`src/sv/tlfp_pkg.sv`:
```
// Package: constants, types and helpers of the telemetry line field parser.
package tlfp_pkg;

    localparam int LINE_CAP = 128;
    localparam int LEN_W    = $clog2(LINE_CAP);
    localparam int NUM_KEYS = 5;

    localparam logic [7:0] CH_LF    = 8'h0A;
    localparam logic [7:0] CH_CR    = 8'h0D;
    localparam logic [7:0] CH_SP    = 8'h20;
    localparam logic [7:0] CH_TAB   = 8'h09;
    localparam logic [7:0] CH_VT    = 8'h0B;
    localparam logic [7:0] CH_FF    = 8'h0C;
    localparam logic [7:0] CH_PLUS  = 8'h2B;
    localparam logic [7:0] CH_MINUS = 8'h2D;
    localparam logic [7:0] CH_DOT   = 8'h2E;
    localparam logic [7:0] CH_ZERO  = 8'h30;
    localparam logic [7:0] CH_NINE  = 8'h39;

    localparam logic [31:0] HDR_TEXT    = "DMS,";
    localparam logic [63:0] KEY_PERCLOS = "PERCLOS:";
    localparam logic [39:0] KEY_YAWN    = "YAWN:";
    localparam logic [47:0] KEY_PHONE   = "PHONE:";
    localparam logic [31:0] KEY_HAT     = "HAT:";
    localparam logic [31:0] KEY_LVL     = "LVL:";

    localparam logic [LEN_W-1:0] HDR_LAST_POS = LEN_W'(3);
    localparam logic [LEN_W-1:0] MIN_LEN      = LEN_W'(5);
    localparam logic [LEN_W-1:0] LEN_MAX      = LEN_W'(LINE_CAP - 1);

    localparam logic [15:0] TIMEOUT_RESET = 16'd40;

    localparam logic [2:0] PH_IDLE = 3'd0;
    localparam logic [2:0] PH_PRE  = 3'd1;
    localparam logic [2:0] PH_INT  = 3'd2;
    localparam logic [2:0] PH_FRAC = 3'd3;
    localparam logic [2:0] PH_DONE = 3'd4;

    typedef struct packed {
        logic        data_valid;
        logic [15:0] perclos;
        logic [15:0] yawn_cnt;
        logic [15:0] phone_val;
        logic [15:0] hat_on;
        logic [15:0] fatigue_level;
        logic        line_accepted;
    } t_result;

    function automatic logic is_blank(input logic [7:0] c);
        return (c == CH_SP) || (c == CH_TAB) || (c == CH_VT) || (c == CH_FF);
    endfunction

    function automatic logic is_digit(input logic [7:0] c);
        return (c >= CH_ZERO) && (c <= CH_NINE);
    endfunction

endpackage

```
`src/sv/tlfp_ifs.sv`:
```
// Interfaces: input request, result and configuration channels.
interface tlfp_in_if;
    logic       valid;
    logic       ready;
    logic       kind;
    logic [7:0] rx_byte;
    modport source (output valid, kind, rx_byte, input ready);
    modport sink   (input valid, kind, rx_byte, output ready);
endinterface

interface tlfp_out_if;
    logic               valid;
    logic               ready;
    logic               data_valid;
    logic        [15:0] perclos;
    logic signed [15:0] yawn_cnt;
    logic signed [15:0] phone_val;
    logic signed [15:0] hat_on;
    logic signed [15:0] fatigue_level;
    logic               line_accepted;
    modport source (output valid, data_valid, perclos, yawn_cnt, phone_val, hat_on,
                    fatigue_level, line_accepted, input ready);
    modport sink   (input valid, data_valid, perclos, yawn_cnt, phone_val, hat_on,
                    fatigue_level, line_accepted, output ready);
endinterface

interface tlfp_cfg_if;
    logic        valid;
    logic        ready;
    logic [15:0] timeout_ticks;
    modport source (output valid, timeout_ticks, input ready);
    modport sink   (input valid, timeout_ticks, output ready);
endinterface

```
`src/sv/telemetry_line_field_parser_unit.sv`:
```
// Top level: telemetry line field parser with result register and skid stage.
//  channel   dir  payload
//  i_in      in   kind, rx_byte
//  o_out     out  data_valid, perclos, yawn_cnt, phone_val, hat_on,
//                 fatigue_level, line_accepted
//  i_cfg     in   timeout_ticks
// One request per cycle while the skid stage is empty; the result is registered on acceptance.
// Key search and number parsing advance one character per request.
// Reset clears the line, fields, valid flag and timeout (to 40).
// A stalled result is held; one more request fits in the skid stage.
module telemetry_line_field_parser_unit (
    input  logic i_clk,
    input  logic i_rst_n,
    tlfp_in_if.sink    i_in,
    tlfp_out_if.source o_out,
    tlfp_cfg_if.sink   i_cfg
);
    import tlfp_pkg::*;

    logic [15:0]      r_timeout;
    logic [LEN_W-1:0] r_len, n_len;
    logic [55:0]      r_recent, n_recent;
    logic             r_hdr_ok, n_hdr_ok;
    logic [2:0]       r_ph [NUM_KEYS], n_ph [NUM_KEYS];
    logic             r_neg [NUM_KEYS], n_neg [NUM_KEYS];
    logic [15:0]      r_mag [1:NUM_KEYS-1], n_mag [1:NUM_KEYS-1];
    logic [3:0]       r_whole, n_whole;
    logic [13:0]      r_frac, n_frac;
    logic [2:0]       r_fd, n_fd;
    logic [15:0]      r_field [NUM_KEYS], n_field [NUM_KEYS];
    logic             r_vflag, n_vflag;
    logic [15:0]      r_idle, n_idle;
    t_result          r_out, r_sk, new_res;
    logic             r_out_v, r_sk_v;

    logic       acc, take, accepted, stored;
    logic [7:0] c;
    logic [63:0] win;
    logic [NUM_KEYS-1:0] hit;
    logic [18:0] mag_nx [1:NUM_KEYS-1];
    logic [6:0]  whole_nx;
    logic [16:0] sfrac, total;

    assign acc   = i_in.valid & i_in.ready;
    assign take  = r_out_v & o_out.ready;
    assign c     = i_in.rx_byte;
    assign win   = {r_recent, c};
    assign i_in.ready  = ~r_sk_v;
    assign i_cfg.ready = 1'b1;

    assign hit[0] = (win == KEY_PERCLOS);
    assign hit[1] = (win[39:0] == KEY_YAWN);
    assign hit[2] = (win[47:0] == KEY_PHONE);
    assign hit[3] = (win[31:0] == KEY_HAT);
    assign hit[4] = (win[31:0] == KEY_LVL);

    always_comb begin
        unique case (r_fd)
            3'd0:    sfrac = 17'd0;
            3'd1:    sfrac = 17'(r_frac) * 17'd1000;
            3'd2:    sfrac = 17'(r_frac) * 17'd100;
            3'd3:    sfrac = 17'(r_frac) * 17'd10;
            default: sfrac = 17'(r_frac);
        endcase
        total = 17'(r_whole) * 17'd10000 + sfrac;
    end

    always_comb begin
        n_len    = r_len;
        n_recent = r_recent;
        n_hdr_ok = r_hdr_ok;
        n_whole  = r_whole;
        n_frac   = r_frac;
        n_fd     = r_fd;
        n_vflag  = r_vflag;
        n_idle   = r_idle;
        accepted = 1'b0;
        stored   = 1'b0;
        whole_nx = 7'(r_whole) * 7'd10 + 7'(c - CH_ZERO);
        for (int k = 0; k < NUM_KEYS; k++) begin
            n_ph[k]    = r_ph[k];
            n_neg[k]   = r_neg[k];
            n_field[k] = r_field[k];
        end
        for (int k = 1; k < NUM_KEYS; k++) begin
            n_mag[k]  = r_mag[k];
            mag_nx[k] = 19'(r_mag[k]) * 19'd10 + 19'(c - CH_ZERO);
        end
        if (i_in.kind == 1'b0) begin
            if (c == CH_LF || c == CH_CR) begin
                if (r_len > MIN_LEN && r_hdr_ok) begin
                    accepted = 1'b1;
                    n_vflag  = 1'b1;
                    n_idle   = 16'd0;
                    if (r_ph[0] != PH_IDLE) begin
                        n_field[0] = r_neg[0] ? 16'd0 :
                                     (total > 17'd65535 ? 16'hFFFF : total[15:0]);
                    end
                    for (int k = 1; k < NUM_KEYS; k++) begin
                        if (r_ph[k] != PH_IDLE) begin
                            if (r_neg[k]) begin
                                n_field[k] = (r_mag[k] > 16'd32768) ? 16'h8000
                                                                     : 16'd0 - r_mag[k];
                            end else begin
                                n_field[k] = (r_mag[k] > 16'd32767) ? 16'h7FFF : r_mag[k];
                            end
                        end
                    end
                end
                n_len    = '0;
                n_recent = '0;
                n_hdr_ok = 1'b0;
                for (int k = 0; k < NUM_KEYS; k++) n_ph[k] = PH_IDLE;
            end else if (r_len < LEN_MAX) begin
                stored   = 1'b1;
                n_len    = r_len + 1'b1;
                n_recent = win[55:0];
                if (r_len == HDR_LAST_POS) n_hdr_ok = (win[31:0] == HDR_TEXT);
            end
        end else if (r_vflag) begin
            if (r_idle >= r_timeout) n_vflag = 1'b0;
            else n_idle = r_idle + 16'd1;
        end

        if (stored) begin
            priority case (r_ph[0])
                PH_IDLE: begin
                    if (hit[0]) begin
                        n_ph[0] = PH_PRE;
                        n_neg[0] = 1'b0;
                        n_whole = '0;
                        n_frac = '0;
                        n_fd = '0;
                    end
                end
                PH_PRE, PH_INT: begin
                    if (r_ph[0] == PH_PRE && is_blank(c)) begin
                        n_ph[0] = PH_PRE;
                    end else if (r_ph[0] == PH_PRE && (c == CH_PLUS || c == CH_MINUS)) begin
                        n_neg[0] = (c == CH_MINUS);
                        n_ph[0]  = PH_INT;
                    end else if (is_digit(c)) begin
                        n_whole = (whole_nx > 7'd10) ? 4'd10 : whole_nx[3:0];
                        n_ph[0] = PH_INT;
                    end else if (c == CH_DOT) begin
                        n_ph[0] = PH_FRAC;
                    end else begin
                        n_ph[0] = PH_DONE;
                    end
                end
                PH_FRAC: begin
                    if (is_digit(c)) begin
                        if (r_fd < 3'd4) begin
                            n_frac = 14'(r_frac * 14'd10 + 14'(c - CH_ZERO));
                            n_fd   = r_fd + 3'd1;
                        end
                    end else begin
                        n_ph[0] = PH_DONE;
                    end
                end
                default: n_ph[0] = r_ph[0];
            endcase
            for (int k = 1; k < NUM_KEYS; k++) begin
                priority case (r_ph[k])
                    PH_IDLE: begin
                        if (hit[k]) begin
                            n_ph[k]  = PH_PRE;
                            n_neg[k] = 1'b0;
                            n_mag[k] = '0;
                        end
                    end
                    PH_PRE, PH_INT: begin
                        if (r_ph[k] == PH_PRE && is_blank(c)) begin
                            n_ph[k] = PH_PRE;
                        end else if (r_ph[k] == PH_PRE &&
                                     (c == CH_PLUS || c == CH_MINUS)) begin
                            n_neg[k] = (c == CH_MINUS);
                            n_ph[k]  = PH_INT;
                        end else if (is_digit(c)) begin
                            n_mag[k] = (mag_nx[k] > 19'd40000) ? 16'd40000 : mag_nx[k][15:0];
                            n_ph[k]  = PH_INT;
                        end else begin
                            n_ph[k] = PH_DONE;
                        end
                    end
                    default: n_ph[k] = r_ph[k];
                endcase
            end
        end

        new_res.data_valid    = n_vflag;
        new_res.perclos       = n_field[0];
        new_res.yawn_cnt      = n_field[1];
        new_res.phone_val     = n_field[2];
        new_res.hat_on        = n_field[3];
        new_res.fatigue_level = n_field[4];
        new_res.line_accepted = accepted;
    end

    always_ff @(posedge i_clk) begin
        if (!i_rst_n) begin
            r_timeout <= TIMEOUT_RESET;
            r_len     <= '0;
            r_recent  <= '0;
            r_hdr_ok  <= 1'b0;
            r_vflag   <= 1'b0;
            r_idle    <= '0;
            r_out_v   <= 1'b0;
            r_sk_v    <= 1'b0;
            for (int k = 0; k < NUM_KEYS; k++) begin
                r_ph[k]    <= PH_IDLE;
                r_field[k] <= '0;
            end
        end else begin
            if (i_cfg.valid) r_timeout <= i_cfg.timeout_ticks;
            if (acc) begin
                r_len    <= n_len;
                r_recent <= n_recent;
                r_hdr_ok <= n_hdr_ok;
                r_vflag  <= n_vflag;
                r_idle   <= n_idle;
                for (int k = 0; k < NUM_KEYS; k++) begin
                    r_ph[k]    <= n_ph[k];
                    r_field[k] <= n_field[k];
                end
            end
            if (!r_out_v || take) begin
                if (r_sk_v) begin
                    r_sk_v  <= 1'b0;
                    r_out_v <= 1'b1;
                end else begin
                    r_out_v <= acc;
                end
            end else if (acc) begin
                r_sk_v <= 1'b1;
            end
        end
    end

    always_ff @(posedge i_clk) begin
        if (acc) begin
            r_whole <= n_whole;
            r_frac  <= n_frac;
            r_fd    <= n_fd;
            for (int k = 0; k < NUM_KEYS; k++) r_neg[k] <= n_neg[k];
            for (int k = 1; k < NUM_KEYS; k++) r_mag[k] <= n_mag[k];
        end
        if (!r_out_v || take) begin
            if (r_sk_v) r_out <= r_sk;
            else if (acc) r_out <= new_res;
        end else if (acc) begin
            r_sk <= new_res;
        end
    end

    assign o_out.valid         = r_out_v;
    assign o_out.data_valid    = r_out.data_valid;
    assign o_out.perclos       = r_out.perclos;
    assign o_out.yawn_cnt      = r_out.yawn_cnt;
    assign o_out.phone_val     = r_out.phone_val;
    assign o_out.hat_on        = r_out.hat_on;
    assign o_out.fatigue_level = r_out.fatigue_level;
    assign o_out.line_accepted = r_out.line_accepted;

endmodule

```
`src/flat_wrapper.sv`:
```
// flat-port wrapper written by rule: the top's interface ports become plain ports
module telemetry_line_field_parser_unit_flat import tlfp_pkg::*;
  (i_clk, i_rst_n, i_in_valid, i_in_kind, i_in_rx_byte, i_in_ready, o_out_valid, o_out_data_valid, o_out_perclos, o_out_yawn_cnt, o_out_phone_val, o_out_hat_on, o_out_fatigue_level, o_out_line_accepted, o_out_ready, i_cfg_valid, i_cfg_timeout_ticks, i_cfg_ready);
  tlfp_in_if i_in_i ();
  tlfp_out_if o_out_i ();
  tlfp_cfg_if i_cfg_i ();
  input  logic i_clk;
  input  logic i_rst_n;
  input wire logic [$bits(i_in_i.valid)-1:0] i_in_valid;
  input wire logic [$bits(i_in_i.kind)-1:0] i_in_kind;
  input wire logic [$bits(i_in_i.rx_byte)-1:0] i_in_rx_byte;
  output wire logic [$bits(i_in_i.ready)-1:0] i_in_ready;
  output wire logic [$bits(o_out_i.valid)-1:0] o_out_valid;
  output wire logic [$bits(o_out_i.data_valid)-1:0] o_out_data_valid;
  output wire logic [$bits(o_out_i.perclos)-1:0] o_out_perclos;
  output wire logic [$bits(o_out_i.yawn_cnt)-1:0] o_out_yawn_cnt;
  output wire logic [$bits(o_out_i.phone_val)-1:0] o_out_phone_val;
  output wire logic [$bits(o_out_i.hat_on)-1:0] o_out_hat_on;
  output wire logic [$bits(o_out_i.fatigue_level)-1:0] o_out_fatigue_level;
  output wire logic [$bits(o_out_i.line_accepted)-1:0] o_out_line_accepted;
  input wire logic [$bits(o_out_i.ready)-1:0] o_out_ready;
  input wire logic [$bits(i_cfg_i.valid)-1:0] i_cfg_valid;
  input wire logic [$bits(i_cfg_i.timeout_ticks)-1:0] i_cfg_timeout_ticks;
  output wire logic [$bits(i_cfg_i.ready)-1:0] i_cfg_ready;
  assign i_in_i.valid = i_in_valid;
  assign i_in_i.kind = i_in_kind;
  assign i_in_i.rx_byte = i_in_rx_byte;
  assign i_in_ready = i_in_i.ready;
  assign o_out_valid = o_out_i.valid;
  assign o_out_data_valid = o_out_i.data_valid;
  assign o_out_perclos = o_out_i.perclos;
  assign o_out_yawn_cnt = o_out_i.yawn_cnt;
  assign o_out_phone_val = o_out_i.phone_val;
  assign o_out_hat_on = o_out_i.hat_on;
  assign o_out_fatigue_level = o_out_i.fatigue_level;
  assign o_out_line_accepted = o_out_i.line_accepted;
  assign o_out_i.ready = o_out_ready;
  assign i_cfg_i.valid = i_cfg_valid;
  assign i_cfg_i.timeout_ticks = i_cfg_timeout_ticks;
  assign i_cfg_ready = i_cfg_i.ready;
  telemetry_line_field_parser_unit u_core (.i_clk(i_clk), .i_rst_n(i_rst_n), .i_in(i_in_i), .o_out(o_out_i), .i_cfg(i_cfg_i));
endmodule
```
`config.mk`:
```
export PLATFORM = sky130hd
export DESIGN_NAME = telemetry_line_field_parser_unit_flat
export DESIGN_NICKNAME = d
export VERILOG_FILES = /design/src/sv/tlfp_pkg.sv /design/src/sv/tlfp_ifs.sv /design/src/sv/telemetry_line_field_parser_unit.sv /design/src/flat_wrapper.sv
export SDC_FILE = /design/constraint.sdc
export NUM_CORES = 1
export LEC_CHECK = 0
export BUFFER_PORTS_ARGS = -buffer_cell sky130_fd_sc_hd__buf_2
export CAP_MARGIN = 10
export CORE_MARGIN = 2
export CORE_UTILIZATION = 38
export DETAILED_ROUTE_END_ITERATION = 10
export PLACE_DENSITY = 0.65
export SYNTH_ARGS = -nofsm -noshare
export SYNTH_HDL_FRONTEND = slang
export SYNTH_SLANG_ARGS = --single-unit
```
`constraint.sdc`:
```
create_clock -name i_clk -period 8.9 [get_ports i_clk]
set_input_delay 1.335 -clock i_clk [delete_from_list [all_inputs] [get_ports i_clk]]
set_output_delay 1.335 -clock i_clk [all_outputs]
set_load 0.005 [all_outputs]
```
==> results of run 1 <==
-- sequential cells by signal, indices dropped and copies added, names as in the netlist, 3 cells and up --
| register | count |
|---|---|
| u_core.o_out.yawn_cnt | 16 |
| u_core.o_out.phone_val | 16 |
| u_core.r_ph | 15 |
| u_core.o_out.fatigue_level | 16 |
| u_core.r_idle | 16 |
| u_core.r_fd | 3 |
| u_core.r_recent | 56 |
| u_core.r_sk | 82 |
| u_core.o_out.perclos | 16 |
| u_core.r_timeout | 16 |
| u_core.r_neg | 5 |
| u_core.r_mag | 64 |
| u_core.r_whole | 4 |
| u_core.r_frac | 14 |
| u_core.o_out.hat_on | 16 |
| u_core.r_len | 7 |
| u_core.r_field | 80 |
-- cell families (layout without fill, tap and decap cells) --
group	count (synthesis)	after routing
buf+inv	386	513
xor+xnor	186	186
compound gates	925	925
flops	448	448
simple gates	1016	1016
fa+ha+maj	388	388
other cells	1	1
mux	38	38
-- critical path, stage by stage (launching register included) --
cell                       delay [ns]
sky130_fd_sc_hd__edfxtp_1        0.55
sky130_fd_sc_hd__inv_1           0.19
sky130_fd_sc_hd__fa_1            0.57
sky130_fd_sc_hd__fa_1            0.46
sky130_fd_sc_hd__fa_1            0.52
sky130_fd_sc_hd__inv_1           0.05
sky130_fd_sc_hd__fa_1            0.45
sky130_fd_sc_hd__ha_1            0.39
sky130_fd_sc_hd__nand3_1         0.09
sky130_fd_sc_hd__o211ai_1        0.22
sky130_fd_sc_hd__nor2_1          0.08
sky130_fd_sc_hd__xnor2_1         0.13
sky130_fd_sc_hd__a222oi_1        0.35
sky130_fd_sc_hd__a21oi_1         0.13
sky130_fd_sc_hd__ha_1            0.36
sky130_fd_sc_hd__and2_1          0.19
sky130_fd_sc_hd__o21a_1          0.19
sky130_fd_sc_hd__nor4_1          0.17
sky130_fd_sc_hd__o21bai_1        0.13
sky130_fd_sc_hd__xnor2_1         0.26
sky130_fd_sc_hd__xor2_1          0.15
sky130_fd_sc_hd__buf_4           0.26
sky130_fd_sc_hd__a211oi_1        0.37
sky130_fd_sc_hd__o221ai_1        0.22
-- synthesized netlist by cell type, drive strengths merged, types with 46 or more instances --
library cell | number | area [um2]
o21ai | 220 | 1140
nor2 | 368 | 1390
edfxtp | 349 | 10500
a21oi | 252 | 1260
inv | 278 | 1040
nand2 | 231 | 872
xnor2 | 110 | 963
ha | 333 | 4170
clkbuf | 93 | 349
or3 | 48 | 300
fa | 55 | 1100
dfxtp | 99 | 1980
nand3 | 46 | 230
a21o | 55 | 413
xor2 | 76 | 666
nor3 | 84 | 445
a22o | 52 | 455
a31oi | 52 | 325
-- final cells by class --
cell class              instances  share of cell area
multi-input cells            2554               0.514
inverters                     279              0.0293
clock inverters                31             0.00904
well taps                    1134              0.0397
flip-flops and latches        448               0.349
repair buffers                143              0.0221
clock buffers                  60              0.0367
-- cell usage in the layout, fill, tap and decap left out, types with 24 or more instances in the layout --
master                      count
sky130_fd_sc_hd__nor2_1       364
sky130_fd_sc_hd__edfxtp_1     349
sky130_fd_sc_hd__ha_1         333
sky130_fd_sc_hd__inv_1        277
sky130_fd_sc_hd__a21oi_1      251
sky130_fd_sc_hd__nand2_1      227
sky130_fd_sc_hd__o21ai_0      200
sky130_fd_sc_hd__buf_2        113
sky130_fd_sc_hd__xnor2_1      110
sky130_fd_sc_hd__dfxtp_1       98
sky130_fd_sc_hd__nor3_1        78
sky130_fd_sc_hd__xor2_1        76
sky130_fd_sc_hd__a21o_1        55
sky130_fd_sc_hd__fa_1          55
sky130_fd_sc_hd__a31oi_1       52
sky130_fd_sc_hd__a22o_1        52
sky130_fd_sc_hd__clkbuf_16     51
sky130_fd_sc_hd__or3_1         48
sky130_fd_sc_hd__nand3_1       46
sky130_fd_sc_hd__nor2b_1       39
sky130_fd_sc_hd__a211oi_1      39
sky130_fd_sc_hd__o21a_1        38
sky130_fd_sc_hd__nand2b_1      37
sky130_fd_sc_hd__buf_4         30
sky130_fd_sc_hd__and3_1        24
-- layer usage --
layer	wire (um)	track usage
met1	37600	0.254
met2	35600	0.291
met3	4650	0.0286
met4	2220	0.0551
met5	69	0
-- power breakdown --
group / switching (mW) / total (mW) / internal, mW / leakage (nW)
clock: 0.889 / 2.11 / 1.22 / 0.796
sequential: 0.0609 / 2.42 / 2.36 / 4.27
combinational: 0.531 / 0.866 / 0.335 / 9.65
total: 1.48 / 5.40 / 3.91 / 14.7
-- final timing paths --
path,from,end,slack (ns)
setup reg to reg,u_core.r_frac[3],u_core.o_out.perclos[0],2.12
hold reg to reg,u_core.r_recent[52],u_core.r_recent[52],0.47
setup / recovery,u_core.r_frac[3],u_core.o_out.perclos[0],2.12
hold / removal,u_core.r_recent[52],u_core.r_recent[52],0.47
-- metrics by stage --
stage,cell area (um2),std cells,setup slack (ns)
CTS,35700,4649,2.13
finish,35700,4649,2.12
detailed placement,34100,4558,2.19
global route,35700,4649,1.63
global placement,34100,4558,2.36
floorplan,32200,3388,2.61
==> impl_metrics.toml, run 1 <==
[setup_path]
critPathLaunchType = "register"
data_arrival_time_of_the_critical_path_ns = 7.10
r2r_depth = 23
critical_path_required_ns = 9.22
end_kind = "register"
criticalPathCategory = "register to register"
worstPathMaxFanout = 13

[clock_network]
cts_made_buffers = 51
insertion_delay_ns = 0.62
clk_pin_slew_ns = 0.06
clk_root_buffer_cell = "sky130_fd_sc_hd__clkbuf_16"
clock-sinks = 448
cts_buffer_depth = 3
ctsHoldBuffers = 0
cts_resized = 0
clock_tree.htree_level_count = 2
post_cts.repair.setup_buffers = 0
tritoncts = "yes"

[yosys]
yosys.area_share.xor_xnor = 0.0506
synth_area_um2 = 32200
synth-main-ff-cell = "sky130_fd_sc_hd__edfxtp_1"
postSynthRegisterBits = 448
sequential_to_total_area_share_from_yosys_stat = 0.387
synthesis.nets = 3806
netlist_instances = 3388
post_synth_fa_ha_maj_area_fraction = 0.164
syn_area_per_cell_um2 = 9.49
synth-edff-count = 349
synthSimpleGateAreaFrac = 0.153
synth.distinct_cells = 99
largest_family_of_logic_cells_by_synthesized_area = "compound AO/OA/AOI/OAI gates"
share_of_cell_area_taken_by_muxes_after_synthesis = 0.0124
synth-compound-area-share = 0.188
synth.yosys.warnings = 0
synthArstFlopShare = 0

[routing]
detailedRoute.firstIterationViolations = 1855
number_of_design_rule_violations_left_after_detail_routing = 0
drtAntennaViolNets = 0
total_wire_length_um = 80200
avgViaCountPerCell = 5.43
drt_pre_antenna_iters = 6
vias = 25300
detail_route.wl_per_cell_um = 17.3

[run]
timing.max_cap.violations = 0

[timing]
final_max_slew_viol_count = 0
final_period_minus_worst_setup_slack_ns = 6.78
fin_crit_sh = 0.762
finClkSkew_ns = 0.0261
final_hold_viol_count = 0
tightestPinTransition_ns = 1.11
setup-tns-final_ns = 0
max_freq_ghz = 0.147
setup-violations-final = 0
maxSlewHeadroom = 0.256
finalHoldWorstSlack_ns = 0.466
rsz0062_at_grt = "false"

[global_route]
global_route.overflow_total = 0
initial_antenna_violation_count = 9
first_global_vias = 24400
grt_pass1_wl_um = 129000
pin_count_of_the_biggest_net_entering_global_routing = 72
track_usage = 0.182

[finish]
flow.area_growth_from_synthesis_pct = 11.0
num-fill-cells = 8146
antennaDiodeCount = 0
final_core_utilization = 0.427
drive_gt1_frac = 0.0851
area_of_all_sequential_standard_cells_um2 = 12500
footprint_of_the_multi_input_gates_um2 = 18400
finish.net_count = 3895

[power]
power.density_cell_area_nw_per_um2 = 151
overall_power_mw = 5.40
static-leakage-power_nw = 14.7
vdd_ir_drop_max_mv = 0.134

[floorplan]
floorplan.io_pins = 115
core_area_um2 = 83700
placementRows = 106
chip_height_um = 295
floorplan.initialDensity = 0.384
die_w_um = 295
floorplan.die_area_um2 = 87000

[placement]
place_congestion = 0.896
dp.final_hpwl_um = 58200
port_buffers = 113

[min_path]
worst_hold_path_type = "register to register"
hold_path_depth = 1

[status]
status = "finished clean"
Power figures use the tool's default switching activity.
==> inputs of run 2 (changes only) <==
--- a/config.mk
+++ b/config.mk
@@ -5,12 +5,13 @@
 export SDC_FILE = /design/constraint.sdc
 export NUM_CORES = 1
 export LEC_CHECK = 0
+export ABC_AREA = 1
 export BUFFER_PORTS_ARGS = -buffer_cell sky130_fd_sc_hd__buf_2
 export CAP_MARGIN = 10
 export CORE_MARGIN = 2
 export CORE_UTILIZATION = 38
 export DETAILED_ROUTE_END_ITERATION = 10
-export PLACE_DENSITY = 0.65
+export PLACE_DENSITY = 0.67
 export SYNTH_ARGS = -nofsm -noshare
 export SYNTH_HDL_FRONTEND = slang
 export SYNTH_SLANG_ARGS = --single-unit
==> constraint.sdc (replaced) <==
create_clock -name i_clk -period 5.9 [get_ports i_clk]
set_input_delay 0.885 -clock i_clk [delete_from_list [all_inputs] [get_ports i_clk]]
set_output_delay 0.885 -clock i_clk [all_outputs]
set_load 0.005 [all_outputs]
==> impl_metrics.toml, run 2 <==
[setup_path]
end_kind = "register"
worstPathMaxFanout = 8
critical_path_required_ns = 6.27
critPathLaunchType = "register"
critical-path-slowest-cell = "sky130_fd_sc_hd__fa_1"
data_arrival_time_of_the_critical_path_ns = 6.20
criticalPathCategory = "register to register"
ff2ff_setup_slack_ns = 0.07
slowest_delay_ns = 0.57

[power]
static-leakage-power_nw = 18.3
power.density_cell_area_nw_per_um2 = 230
vdd_ir_drop_max_mv = 0.196

[global_route]
track_usage = 0.185
first_global_vias = 27900
initial_antenna_violation_count = 9
grt_pass1_wl_um = 143000
global_route.overflow_total = 0
pin_count_of_the_biggest_net_entering_global_routing = 90

[timing]
setup_ws_ns = 0.0687
final_max_slew_viol_count = 0
max_freq_ghz = 0.171
final_period_minus_worst_setup_slack_ns = 5.83
finClkSkew_ns = 0.0266
fin_crit_sh = 0.988
tightestPinTransition_ns = 1.12
final_hold_viol_count = 0
rsz0062_at_grt = "true"
maxSlewHeadroom = 0.252
setup-violations-final = 0
finalHoldWorstSlack_ns = 0.460

[yosys]
synth_area_um2 = 34900
netlist_instances = 4502
postSynthRegisterBits = 448
synth.yosys.warnings = 0
synth.cells.most_frequent = "sky130_fd_sc_hd__nand2_1 (1,007), sky130_fd_sc_hd__inv_1 (730), sky130_fd_sc_hd__nor2_1 (368), sky130_fd_sc_hd__edfxtp_1 (349), sky130_fd_sc_hd__ha_1 (333)"
synthArstFlopShare = 0
sequential_to_total_area_share_from_yosys_stat = 0.357
synth_top_cells_by_area = "sky130_fd_sc_hd__edfxtp_1 (30%), sky130_fd_sc_hd__ha_1 (12%), sky130_fd_sc_hd__nand2_1 (11%)"
synth-edff-count = 349
synth.distinct_cells = 63
syn_area_per_cell_um2 = 7.76
synth-main-ff-cell = "sky130_fd_sc_hd__edfxtp_1"
synthesis.nets = 4920
most_numerous_cell_in_the_yosys_netlist = "sky130_fd_sc_hd__nand2_1"
netlist.top_cell.by_area = "sky130_fd_sc_hd__edfxtp_1"
synth_top_area_frac = 0.300

[floorplan]
chip_height_um = 307
floorplan.initialDensity = 0.382
placementRows = 111
die_w_um = 307
floorplan.io_pins = 115
floorplan.die_area_um2 = 94400
core_area_um2 = 91400

[placement]
port_buffers = 113
dp.final_hpwl_um = 68100
minimum_setup_slack_after_placement_ns = -0.111
place_congestion = 0.907

[finish]
top_register = "u_core.r_sk"
most-common-layout-cells = "sky130_fd_sc_hd__nand2_1 (984), sky130_fd_sc_hd__inv_1 (721), sky130_fd_sc_hd__nor2_1 (362)"
antennaDiodeCount = 0
finish.net_count = 5076
drive_gt1_frac = 0.107
biggestRegsByFlops = "u_core.r_sk x82, u_core.r_field x80, u_core.r_mag x64"
layout.cells.most_common = "sky130_fd_sc_hd__nand2_1"
largest_register_ff_count = 82
flow.area_growth_from_synthesis_pct = 12.5

[clock_network]
cts_buffer_depth = 3
insertion_delay_ns = 0.62
clk_pin_slew_ns = 0.06
clock_tree.htree_level_count = 2
tritoncts = "yes"
ctsHoldBuffers = 0
clk_root_buffer_cell = "sky130_fd_sc_hd__clkbuf_16"
cts_made_buffers = 53
clock-sinks = 448

[status]
status = "finished clean"

[run]
timing.max_cap.violations = 0

[routing]
drt_pre_antenna_iters = 6
detail_route.wl_per_cell_um = 15.2
total_wire_length_um = 89300
avgViaCountPerCell = 5.10
detailedRoute.firstIterationViolations = 2141
drtAntennaViolNets = 0
number_of_design_rule_violations_left_after_detail_routing = 0
vias = 30000

[min_path]
worst_hold_path_type = "register to register"
-- run 2: cell types whose count changed after synthesis, sizes merged, moves of 39 or more --
cell / delta
nand2: +798
a21o: -44
o32ai: +48
nand3: +240
a22o: -52
or2: +64
nor2b: -39
or3: -48
a31oi: -48
xnor2: -54
o21ai: +41
inv: +462
nand4: +57
-- run 2: critical path, delay by kind of cell (launching register included) --
| family | cells | cell delay, ns |
|---|---|---|
| AOI/OAI and AO/OA | 6 | 0.49 |
| xor gates and xnor gates | 1 | 0.19 |
| adders and majority gates | 6 | 2.47 |
| buffers and inverters | 5 | 0.51 |
| DFF | 1 | 0.42 |
| and+or+nand+nor | 15 | 1.52 |
-- run 2: cell families (layout without fill, tap and decap cells) --
| kind of cell | count (synthesis) | count (layout) | share of synthesized area |
|---|---|---|---|
| buffers and inverters | 838 | 1037 | 0.0925 |
| adders and majority gates | 388 | 388 | 0.151 |
| xor gates and xnor gates | 129 | 129 | 0.0323 |
| other | 1 | 1 | 0.000107 |
| and+or+nand+nor | 1988 | 1988 | 0.249 |
| AOI/OAI and AO/OA | 710 | 710 | 0.118 |
| DFF | 448 | 448 | 0.357 |
-- run 2: path summary, 6_finish.rpt --
path | end | start | cells after the start
max | u_core.o_out.perclos[6] | u_core.r_frac[2] | 33
min | u_core.r_timeout[8] | u_core.r_timeout[8] | 2
max reg2reg | u_core.o_out.perclos[6] | u_core.r_frac[2] | 33
min reg2reg | u_core.r_timeout[8] | u_core.r_timeout[8] | 2
-- run 2: metrics by stage --
stage	utilization	cell area [um2]	TNS, ns	power (mW)	std cells
6_report	0.430	39300	0	9.03	5887
5_1_grt	0.430	39300	-5.46	9.52	5887
4_1_cts	0.426	38900	0	9.08	5879
3_5_place_dp	0.407	37200	-1.79	5.77	5781
3_3_place_gp	0.407	37200	-0.438	5.74	5781
2_1_floorplan	-	34900	0	5.23	4502
-- run 2: power breakdown --
group	switching [mW]	internal, mW	total (mW)
sequential	0.0826	3.57	3.65
combinational	1.39	0.715	2.10
clock	1.39	1.88	3.28
-- run 2: per-layer routing --
| layer | track usage | share of wire |
|---|---|---|
| met5 | 0 | 0.0012 |
| met4 | 0.0419 | 0.019 |
| met3 | 0.0293 | 0.058 |
| met2 | 0.312 | 0.46 |
| met1 | 0.249 | 0.46 |
-- run 2: layout make-up --
class                   count  area (um2)
multi-input cells        3216       19600
inverters                 744        2800
repair buffers            195        1230
clock buffers              64        1400
well taps                1186        1480
flip-flops and latches    448       12500
fillers                  9081       52100
clock inverters            34         335
-- run 2: repair_timing --
item                       4_1_cts  5_1_grt
cloned                           0        1
buffers inserted                 0        7
resized for setup                2       87
setup endpoints to repair       29       48
pin swaps                        1       38
